--- config.mk ---
export PLATFORM = sky130hd
export DESIGN_NAME = cmap_token_lexer_top
export DESIGN_NICKNAME = d
export VERILOG_FILES = /design/src/design/cmtl_pkg.sv /design/src/design/cmtl_front.sv /design/src/design/cmtl_queue.sv /design/src/design/cmap_token_lexer_top.sv
export SDC_FILE = /design/constraint.sdc
export NUM_CORES = 1
export LEC_CHECK = 0
export ABC_AREA = 1
export BUFFER_PORTS_ARGS = -buffer_cell sky130_fd_sc_hd__clkbuf_2
export CAP_MARGIN = 0
export CELL_PAD_IN_SITES_DETAIL_PLACEMENT = 1
export CELL_PAD_IN_SITES_GLOBAL_PLACEMENT = 2
export CORE_MARGIN = 10
export CORE_UTILIZATION = 38
export CTS_BUF_LIST = sky130_fd_sc_hd__clkbuf_4
export CTS_CLUSTER_SIZE = 25
export DETAILED_ROUTE_END_ITERATION = 8
export PLACE_DENSITY = 0.95
export SLEW_MARGIN = 20
export SYNTH_ARGS = -nofsm -noshare
export SYNTH_HDL_FRONTEND = slang
export SYNTH_SLANG_ARGS = --single-unit
--- constraint.sdc ---
create_clock -name clk_i -period 6.9 [get_ports clk_i]
set_clock_uncertainty 0.15 [all_clocks]
set_input_delay 0.345 -clock clk_i [delete_from_list [all_inputs] [get_ports clk_i]]
set_output_delay 0.345 -clock clk_i [all_outputs]
set_load 0.05 [all_outputs]
--- src/design/cmtl_pkg.sv ---
package cmtl_pkg;

  // Longest token that is passed on; later bytes of the token are dropped.
  localparam int unsigned MAX_TOKEN = 1023;
  localparam int unsigned LEN_W     = $clog2(MAX_TOKEN + 1);

  // Result queue between the scanner and the output side.
  localparam int unsigned QDEPTH  = 4;
  localparam int unsigned QPTR_W  = $clog2(QDEPTH);
  localparam int unsigned QCNT_W  = $clog2(QDEPTH + 1);

  typedef enum logic [2:0] {
    KIND_KEY   = 3'd0,
    KIND_NUM   = 3'd1,
    KIND_HEX   = 3'd2,
    KIND_ARRAY = 3'd3,
    KIND_NAME  = 3'd4,
    KIND_DICT  = 3'd5,
    KIND_END   = 3'd6
  } kind_e;

  typedef struct packed {
    kind_e      kind;
    logic [7:0] data;
    logic       byte_valid;
    logic       last;
    logic       overflow;
  } result_t;

  // Up to two results produced by one accepted byte or end of stream, oldest in res0.
  typedef struct packed {
    logic [1:0] count;
    result_t    res0;
    result_t    res1;
  } push_t;

endpackage

--- src/design/cmtl_front.sv ---
module cmtl_front import cmtl_pkg::*; (
  input  logic       clk_i,
  input  logic       rst_ni,
  input  logic       accept_i,
  input  logic [7:0] in_byte_i,
  input  logic       end_of_stream_i,
  output push_t      push_o
);

  localparam logic [7:0] ChPercent = 8'h25;
  localparam logic [7:0] ChLt      = 8'h3C;
  localparam logic [7:0] ChGt      = 8'h3E;
  localparam logic [7:0] ChLbrack  = 8'h5B;
  localparam logic [7:0] ChSlash   = 8'h2F;
  localparam logic [7:0] ChCr      = 8'h0D;
  localparam logic [7:0] ChLf      = 8'h0A;

  typedef enum logic [6:0] {
    M_IDLE    = 7'b0000001,
    M_COMMENT = 7'b0000010,
    M_LT      = 7'b0000100,
    M_HEX     = 7'b0001000,
    M_NUM     = 7'b0010000,
    M_NAME    = 7'b0100000,
    M_KEY     = 7'b1000000
  } mode_e;

  mode_e            mode_q, mode_d;
  logic [LEN_W-1:0] len_q, len_d;
  logic             drop_q, drop_d;

  function automatic logic is_blank(logic [7:0] c);
    return (c == 8'h20) || (c >= 8'h09 && c <= 8'h0D);
  endfunction

  function automatic logic is_digit(logic [7:0] c);
    return c >= 8'h30 && c <= 8'h39;
  endfunction

  function automatic logic is_hex(logic [7:0] c);
    return is_digit(c) || (c >= 8'h61 && c <= 8'h66) || (c >= 8'h41 && c <= 8'h46);
  endfunction

  function automatic kind_e kind_of(mode_e m);
    kind_e k;
    case (m)
      M_HEX:   k = KIND_HEX;
      M_NUM:   k = KIND_NUM;
      M_NAME:  k = KIND_NAME;
      default: k = KIND_KEY;
    endcase
    return k;
  endfunction

  function automatic result_t mark(kind_e k, logic ovf);
    result_t r;
    r.kind       = k;
    r.data       = 8'h00;
    r.byte_valid = 1'b0;
    r.last       = 1'b1;
    r.overflow   = ovf;
    return r;
  endfunction

  logic             fresh;
  logic             do_store;
  logic             open_tok;
  logic [LEN_W-1:0] base_len;
  logic             base_drop;

  always_comb begin
    mode_d   = mode_q;
    len_d    = len_q;
    drop_d   = drop_q;
    fresh    = 1'b0;
    do_store = 1'b0;
    push_o   = '0;
    open_tok = (mode_q == M_HEX) || (mode_q == M_NUM) ||
               (mode_q == M_NAME) || (mode_q == M_KEY);

    if (end_of_stream_i) begin
      fresh  = 1'b1;
      mode_d = M_IDLE;
      if (open_tok) begin
        push_o.count = 2'd2;
        push_o.res0  = mark(kind_of(mode_q), drop_q);
        push_o.res1  = mark(KIND_END, 1'b0);
      end else begin
        push_o.count = 2'd1;
        push_o.res0  = mark(KIND_END, 1'b0);
      end
    end else begin
      case (mode_q)
        M_IDLE: begin
          if (is_blank(in_byte_i)) begin
            mode_d = M_IDLE;
          end else if (in_byte_i == ChPercent) begin
            mode_d = M_COMMENT;
          end else if (in_byte_i == ChLt) begin
            mode_d = M_LT;
          end else if (is_digit(in_byte_i)) begin
            mode_d   = M_NUM;
            fresh    = 1'b1;
            do_store = 1'b1;
          end else if (in_byte_i == ChLbrack) begin
            push_o.count = 2'd1;
            push_o.res0  = mark(KIND_ARRAY, 1'b0);
          end else if (in_byte_i == ChSlash) begin
            mode_d = M_NAME;
            fresh  = 1'b1;
          end else begin
            mode_d   = M_KEY;
            fresh    = 1'b1;
            do_store = 1'b1;
          end
        end
        M_COMMENT: begin
          if (in_byte_i == ChCr || in_byte_i == ChLf) begin
            mode_d = M_IDLE;
          end
        end
        M_LT: begin
          fresh = 1'b1;
          if (in_byte_i == ChLt) begin
            mode_d       = M_IDLE;
            push_o.count = 2'd1;
            push_o.res0  = mark(KIND_DICT, 1'b0);
          end else if (is_hex(in_byte_i)) begin
            mode_d   = M_HEX;
            do_store = 1'b1;
          end else begin
            mode_d = M_IDLE;
          end
        end
        M_HEX, M_NUM, M_NAME, M_KEY: begin
          if ((mode_q == M_HEX) ? (in_byte_i == ChGt) : is_blank(in_byte_i)) begin
            fresh        = 1'b1;
            mode_d       = M_IDLE;
            push_o.count = 2'd1;
            push_o.res0  = mark(kind_of(mode_q), drop_q);
          end else begin
            do_store = 1'b1;
          end
        end
        default: begin
          fresh  = 1'b1;
          mode_d = M_IDLE;
        end
      endcase
    end

    base_len  = fresh ? '0 : len_q;
    base_drop = fresh ? 1'b0 : drop_q;
    len_d     = base_len;
    drop_d    = base_drop;

    // Pass the byte on while there is room, otherwise drop it and flag.
    if (do_store) begin
      if (base_len < LEN_W'(MAX_TOKEN)) begin
        push_o.count           = 2'd1;
        push_o.res0.kind       = kind_of(mode_d);
        push_o.res0.data       = in_byte_i;
        push_o.res0.byte_valid = 1'b1;
        push_o.res0.last       = 1'b0;
        push_o.res0.overflow   = 1'b0;
        len_d                  = LEN_W'(base_len + 1'b1);
      end else begin
        drop_d = 1'b1;
      end
    end
  end

  always_ff @(posedge clk_i or negedge rst_ni) begin
    if (!rst_ni) begin
      mode_q <= M_IDLE;
      len_q  <= '0;
      drop_q <= 1'b0;
    end else if (accept_i) begin
      mode_q <= mode_d;
      len_q  <= len_d;
      drop_q <= drop_d;
    end
  end

endmodule

--- src/design/cmtl_queue.sv ---
module cmtl_queue import cmtl_pkg::*; (
  input  logic              clk_i,
  input  logic              rst_ni,
  input  logic              wr_en_i,
  input  push_t             push_i,
  input  logic              pop_i,
  output logic              full_o,
  output logic              empty_o,
  output logic [QCNT_W-1:0] count_o,
  output result_t           head_o
);

  result_t           entry_q [QDEPTH];
  logic [QPTR_W-1:0] wptr_q, rptr_q;
  logic [QCNT_W-1:0] cnt_q;
  logic [1:0]        n_wr;
  logic              do_pop;

  assign n_wr    = wr_en_i ? push_i.count : 2'd0;
  assign do_pop  = pop_i && !empty_o;
  assign empty_o = (cnt_q == '0);
  // Hold off the writer unless two slots are free.
  assign full_o  = (cnt_q > QCNT_W'(QDEPTH - 2));
  assign count_o = cnt_q;
  assign head_o  = entry_q[rptr_q];

  always_ff @(posedge clk_i) begin
    if (n_wr != 2'd0) begin
      entry_q[wptr_q] <= push_i.res0;
    end
    if (n_wr == 2'd2) begin
      entry_q[QPTR_W'(wptr_q + 1'b1)] <= push_i.res1;
    end
  end

  always_ff @(posedge clk_i or negedge rst_ni) begin
    if (!rst_ni) begin
      wptr_q <= '0;
      rptr_q <= '0;
      cnt_q  <= '0;
    end else begin
      wptr_q <= QPTR_W'(wptr_q + n_wr);
      if (do_pop) begin
        rptr_q <= QPTR_W'(rptr_q + 1'b1);
      end
      cnt_q <= QCNT_W'(cnt_q + n_wr - {{(QCNT_W-1){1'b0}}, do_pop});
    end
  end

endmodule

--- src/design/cmap_token_lexer_top.sv ---
// Result words are registered in the result queue before they reach the result ports.
// Throughput: one byte per cycle while full is low; each byte yields at most one word, and an end of
//   stream that closes an open token yields two, which drain one per pop.
// full rises once fewer than two result queue slots are free.
// Reset (rst_ni low, asynchronous): scanner idle, token length and drop flag cleared,
//   result queue emptied.
module cmap_token_lexer_top import cmtl_pkg::*; (
  input  logic       clk_i,
  input  logic       rst_ni,
  input  logic       push,
  output logic       full,
  input  logic [7:0] in_byte_i,
  input  logic       end_of_stream_i,
  output logic       empty,
  input  logic       pop,
  output logic [2:0] token_kind_o,
  output logic [7:0] token_byte_o,
  output logic       byte_valid_o,
  output logic       token_last_o,
  output logic       overflow_o
);

  logic              accept;
  push_t             push_w;
  result_t           head;
  logic [QCNT_W-1:0] q_count;

  // A pushed byte is taken whenever the queue has room for the worst case of two words.
  assign accept = push && !full;

  // Front: classify each byte, track the scan mode and the token length.
  cmtl_front u_front (
    .clk_i           (clk_i),
    .rst_ni          (rst_ni),
    .accept_i        (accept),
    .in_byte_i       (in_byte_i),
    .end_of_stream_i (end_of_stream_i),
    .push_o          (push_w)
  );

  // Back: queue the result words and present the oldest one.
  cmtl_queue u_queue (
    .clk_i   (clk_i),
    .rst_ni  (rst_ni),
    .wr_en_i (accept),
    .push_i  (push_w),
    .pop_i   (pop),
    .full_o  (full),
    .empty_o (empty),
    .count_o (q_count),
    .head_o  (head)
  );

  assign token_kind_o = head.kind;
  assign token_byte_o = head.data;
  assign byte_valid_o = head.byte_valid;
  assign token_last_o = head.last;
  assign overflow_o   = head.overflow;

  // The queue never holds more words than it has slots.
  a_count_bound : assert property (@(posedge clk_i) disable iff (!rst_ni)
    q_count <= QCNT_W'(QDEPTH))
    else $error("result queue count beyond depth");

  // An end of stream word always lands in the queue.
  a_eos_word : assert property (@(posedge clk_i) disable iff (!rst_ni)
    (accept && end_of_stream_i) |=> !empty)
    else $error("end of stream produced no word");

  // A shown word is either a token byte or a closing mark, never both.
  a_byte_xor_last : assert property (@(posedge clk_i) disable iff (!rst_ni)
    !empty |-> (byte_valid_o != token_last_o))
    else $error("word is both byte and close");

  // Overflow is reported only on a closing word.
  a_ovf_on_last : assert property (@(posedge clk_i) disable iff (!rst_ni)
    (!empty && overflow_o) |-> token_last_o)
    else $error("overflow on a byte word");

endmodule
# --- After elaboration in Yosys (flattened, before gate mapping) ---
# Memory sizes are Yosys's and may differ from the RTL's.
# Index checks and enable logic that the tools add are counted.
totals:
  regBits: 25
  mem_bits_rw: 56
  output_inout_bits: 16
  n_memories: 1
  inputBits: 13
memory_table:
  columns: ["memory", "words", "word_bits", "rd", "rd_ports_with_merged_regs", "wr", "line", "rtl"]
  rows:
  - ["u_queue.entry_q", 4, 14, 1, 0, 2, "cmtl_queue.sv:13", "result_t entry_q [QDEPTH];"]
op_classes:
  add_sub_neg: 6
  n_mux: 59
  reduce_logical: 18
  eq_ne: 19
  n_lt_le_gt_ge: 10
op_table:
  columns: ["op", "count"]
  rows:
  - ["16-bit two-way mux", 8]
  - ["7-bit two-way mux", 10]
  - ["16-bit case mux with 3 select lines", 1]
  - ["15-bit two-way mux", 3]
  - ["8-bit by 6-bit == test with 1-bit output (second input constant)", 5]
  - ["10-bit two-way mux", 3]
  - ["14-bit two-way mux", 2]
  - ["7-bit case mux with 4 select lines", 1]
  - ["1-bit two-way mux", 25]
  - ["3-bit case mux with 3 select lines", 2]
  - ["8-bit by 4-bit == test with 1-bit output (second input constant)", 2]
  - ["8-bit by 7-bit >= comparator with 1-bit output (second input constant)", 2]
  - ["8-bit by 7-bit less-or-equal comparator with 1-bit output (second input constant)", 2]
  - ["7-bit by 4-bit == test with 1-bit output (second input constant)", 2]
  - ["7-bit by 5-bit == test with 1-bit output (second input constant)", 2]
  - ["7-bit by 6-bit == test with 1-bit output (second input constant)", 2]
  - ["10-bit by 1-bit adder with 10-bit output (second input constant)", 1]
  - ["10-bit less-than comparator (second input constant)", 1]
  - ["8-bit by 7-bit == test with 1-bit output (second input constant)", 1]
  - ["8-bit by 4-bit >= comparator with 1-bit output (second input constant)", 1]
  - ["8-bit by 6-bit >= comparator with 1-bit output (second input constant)", 1]
  - ["8-bit by 4-bit less-or-equal comparator with 1-bit output (second input constant)", 1]
  - ["8-bit by 6-bit less-or-equal comparator with 1-bit output (second input constant)", 1]
  - ["7-bit by 1-bit == test with 1-bit output (second input constant)", 1]
  - ["other kinds (18)", 32]

# --- Logic depth before layout (Yosys ltp) ---
logic_depth:
  word_depth: 17
  mapped_depth: 25

# --- Cells and area by module ---
# Synthesis repeated with hierarchy kept, for this count alone.
hier_totals:
  cells_unflattened: 746
  area_unflattened_um2: 5550.3
by_module_without_submodules:
  columns: ["module", "area_each_um2", "cells_per_inst", "n_inst"]
  rows:
  - ["cmtl_queue", 3510.9, 429, 1]
  - ["cmtl_front", 2029.4, 315, 1]
  - ["cmap_token_lexer_top", 10.0, 2, 1]

# --- Worst setup path before layout ---
# Ideal clock, no wire load.
synth_path:
  kind: "reg-to-reg"
  start: "register u_front.mode_q[5]"
  end: "register u_queue.cnt_q[2] (netlist: u_queue.count_o[2])"
  stages_incl_launch_ff: 23
  arrival_time_ns: 2.949
  synth_period_minus_slack_ns: 3.222
  n_path_buf: 0
  setup_slack_ns: 3.678
  t_required_ns: 6.627
  path_cell_list: "dfrtp_1 inv_2 nand3_2 nor2_1 nor2_1 nand2_2 nor2_1 inv_1 nand2_2 nor2_4 inv_1 nor2_1 ha_1 inv_1 nor3_1 inv_1 nor2_4 nand2_4 nand2_4 nand2_1 ha_1 fa_1 xnor2_1"
synth_via:
  elab_chain_len: 12
synth_rtl:
  columns: ["item", "line", "rtl"]
  rows:
  - ["from (decl)", "cmtl_front.sv:28", "mode_e mode_q, mode_d;"]
  - ["from (signal assigned)", "cmtl_front.sv:179", "mode_q <= mode_d;"]
  - ["7-bit by 4-bit == test with 1-bit output", "cmtl_front.sv:78, cmtl_front.sv:93, cmtl_front.sv:136", null]
  - ["1-bit two-way mux (2 in series)", "cmtl_front.sv:136", "if ((mode_q == M_HEX) ? (in_byte_i == ChGt) : is_blank(in_byte_i)) begin"]
  - ["1-bit case mux with 3 select lines", "cmtl_front.sv:93", "case (mode_q)"]
  - ["1-bit two-way mux", "cmtl_front.sv:81", "if (end_of_stream_i) begin"]
  - ["10-bit two-way mux", "cmtl_front.sv:152", "base_len = fresh ? '0 : len_q;"]
  - ["10-bit less-than comparator", "cmtl_front.sv:159", "if (base_len < LEN_W'(MAX_TOKEN)) begin"]
  - ["16-bit two-way mux", "cmtl_front.sv:159", null]
  - ["16-bit two-way mux (*)", "cmtl_front.sv:158", "if (do_store) begin"]
  - ["2-bit two-way mux (*)", "cmtl_queue.sv:19", "assign n_wr = wr_en_i ? push_i.count : 2'd0;"]
  - ["3-bit by 2-bit adder with 3-bit output (*)", "cmtl_queue.sv:46", "cnt_q <= QCNT_W'(cnt_q + n_wr - {{(QCNT_W-1){1'b0}}, do_pop});"]
  - ["3-bit by 1-bit subtractor with 3-bit output (*)", "cmtl_queue.sv:46", null]
  - ["to (signal assigned)", "cmtl_queue.sv:46", null]
  - ["to (decl)", "cmtl_queue.sv:15", "logic [QCNT_W-1:0] cnt_q;"]
# Every way passes the cells marked *; elsewhere a longest branch is shown, timed or not.
# A chain may end at the register's enable or synchronous reset.

==> results.toml <==
[placement]
placed_cells = 846
place_area_um2 = 4910
hpwl_um = 10520
gp_congestion = 0.9127
port_buffers = 28

[route]
final_antenna_net_count = 0
dr.pass1.iters = 4
drtIter0Drc = 280
viasPerCell = 5.333
vias = 4602
wl_um = 14240
drcViolationCount = 0
wl_per_cell_um = 16.50

[clocking]
cts-root-buf = "clkbuf_4"
tritoncts = "done"
post_cts_resized = 0
post_cts_buffers = 0
htree_levels = 3
clock-sinks = 81
path_clk_slew_ns = 0.13
cts_buffer_depth = 2
clk_latency_ns = 0.46
cts_buffers = 9

[sta]
finalSetupViolCount = 0
fmax_mhz = 242.2
slew_viol_final = 0
hold_viol = 0
post-route-period-util_pct = 59.84
rsz0062_at_grt = "false"
fin_setup_tns_ns = 0
worst_slew_pin_slew_ns = 1.044
slew_headroom_pct = 30.13
hold_ws_ns = 0.09082
period_needed_ns = 4.129

[pwr]
worst_ir_drop_vdd_v = 0.0001492
p_leak_nw = 2.574
power_density_nw_per_um2 = 482.1

[global_routing]
met3_usage_pct = 2.941
track_usage_pct = 17.35
grt_pass1_vias = 4755
use_met1_pct = 21.27
grt-busiest-layer = "met2"
grt_pass1_wl_um = 23540
overflow = 0
grt.met2_usage_pct = 29.76
antenna_found_initial = 0
grt_max_degree = 46

[yosys]
postSynthAreaPerCell_um2 = 6.741
seq_area_frac_synth_pct = 39.93
synthesis.nets = 713
synth_top_area_share_pct = 18.83
yosysTopAreaCell = "dfxtp_1"
synth-seq-cells = 81
synth-warning-count = 0
synth_area_um2 = 4678
synth_area_leaders = "dfxtp_1 19%, nor2_1 14%, dfrtp_1 13%"
syn_inst = 694
ys_types = 33

[finish]
areaGrowthSynthToFinish_pct = 8.532
nets = 730
finalNonFillerCells = 863
antenna_cells = 0
final_area_um2 = 5077
drive_above_1_share_pct = 10.89

[floorplanning]
num_rows = 40
die_y_um = 131.0
coreArea_um2 = 12010
dieArea_um2 = 17150
start_util_pct = 38.95
io_pins = 29
die_w_um = 131.0

[status]
status = "complete, no violations"

[worst_setup_path]
crit_path_max_incr_delay_ns = 0.46
path_common_cell = "nor2_1"
crit_arrival_ns = 4.33
crit_chain = "nor2_2, nand2_1, nor2_1, nor2_1, nand2_2, nor2_1, inv_1, nand2_2, nor2_4, inv_1, nor2_1, ha_1, inv_1, nor3_1, inv_1, nor2_4, nand2_4, nand2_4, nand3_4, nand2_1, inv_2, nor2_1, nor2_1"
r2r_cells = 23
critPathLaunchType = "flip-flop"
critical_path_required_ns = 7.10
cp-end-kind = "flip-flop"
cp_slowest_cell = "dfrtp_1"
crit_fanout = 45
path_class = "reg2reg"

[flow_run]
drv_cap = 0

[worst_hold_path]
holdCritPathClass = "in2reg"
hold_path_depth = 4
## placed cells by master (no fill, tap or decap), types with 12 or more instances in the layout
cell type | synthesis | layout
a21oi_1 | 16 | 16
nand2_1 | 117 | 117
inv_1 | 65 | 65
clkbuf_2 | 0 | 28
nor2_1 | 173 | 173
dfxtp_1 | 44 | 44
inv_2 | 12 | 12
edfxtp_1 | 12 | 12
o21ai_0 | 57 | 57
dfrtp_1 | 24 | 24
o22ai_1 | 16 | 16
nand3_1 | 78 | 78
## routing by layer
metal	wire [µm]	part of all wire [%]
met5	0	0
met4	250	1.8
met3	849	6.0
met2	6995	49
met1	6145	43
## report_power, final
| part | switching, mW | internal (mW) | leakage [nW] |
|---|---|---|---|
| registers | 0.136 | 0.673 | 0.811 |
| logic | 0.968 | 0.348 | 1.69 |
| clock network | 0.175 | 0.149 | 0.0777 |
## synthesized netlist by cell type
library cell and instances:
nor2_1 173, nand2_1 117, nand3_1 78, inv_1 65, o21ai_0 57, dfxtp_1 44, dfrtp_1 24, clkbuf_1 18
a21oi_1 16, o22ai_1 16, edfxtp_1 12, inv_2 12, xor2_1 10, nand2_2 6, buf_2 5, ha_1 5
nand4_1 5, nor2_2 5, nor3_1 4, nand2_4 3, nand3_2 3, nor2_4 3, o31ai_1 2, xnor2_1 2
a32o_1 1, and3_1 1, buf_1 1, buf_6 1, dfstp_2 1, fa_1 1, nand3_4 1, nand3b_1 1
o211ai_1 1
## stage by stage
step	utilization (%)	setup WS [ns]	total power, mW
6_report	42.27	2.771	2.448
5_1_grt	42.27	2.337	2.657
4_1_cts	42.27	2.776	2.472
3_5_place_dp	40.88	2.690	2.147
3_3_place_gp	40.88	2.870	2.095
2_1_floorplan	-	3.678	1.804
## logic make-up after synthesis
logic type | Yosys count | share of synthesized area [%]
fa+ha+maj | 6 | 1.765
xor+xnor | 12 | 2.247
simple gates | 400 | 36.94
compound gates | 93 | 10.64
flops | 81 | 39.93
buf+inv | 102 | 8.478
## worst max-delay path: cells and delay by family (launching register included)
kind	cells	cell delay, ns
buffers and inverters	5	0.51
and+or+nand+nor	17	2.70
adders and majority gates	1	0.16
DFF	1	0.46
## state kept, by name (all words and copies together) (netlist names)
signal	flops
u_front.drop_q	1
u_front.len_q	10
u_queue.rptr_q	2
u_front.mode_q	7
u_queue.count_o	3
u_queue.entry_q	56
u_queue.wptr_q	2
## what timing repair did
| item | in CTS | in global routing |
|---|---|---|
| setup endpoints to repair | 0 | 0 |
| hold buffers | 1 | 0 |
| endpoints found under the hold margin | 24 | 0 |
## area by class of cell
| cell class | count | area, µm² |
|---|---|---|
| flip-flops and latches | 81 | 1868 |
| well taps | 147 | 183.9 |
| fillers | 1600 | 6934 |
| clock inverters | 6 | 82.58 |
| clock buffers | 10 | 75.07 |
| multi-input cells | 511 | 2414 |
| repair buffers | 31 | 165.2 |
| inverters | 77 | 289.0 |
## final timing paths
| path | start | end | slack, ns |
|---|---|---|---|
| worst min register to register | u_queue.entry_q[2][6] | u_queue.entry_q[2][6] | 0.33 |
| worst max register to register | u_front.mode_q[3] | u_queue.entry_q[3][6] | 2.77 |
| max in group asynchronous | rst_ni | u_front.len_q[0] | 5.90 |
| min in group asynchronous | rst_ni | u_front.mode_q[5] | 0.27 |
| worst min-delay path | end_of_stream_i | u_front.mode_q[6] | 0.09 |
| worst max-delay path | u_front.mode_q[3] | u_queue.entry_q[3][6] | 2.77 |
Power figures use the tool's default switching activity.
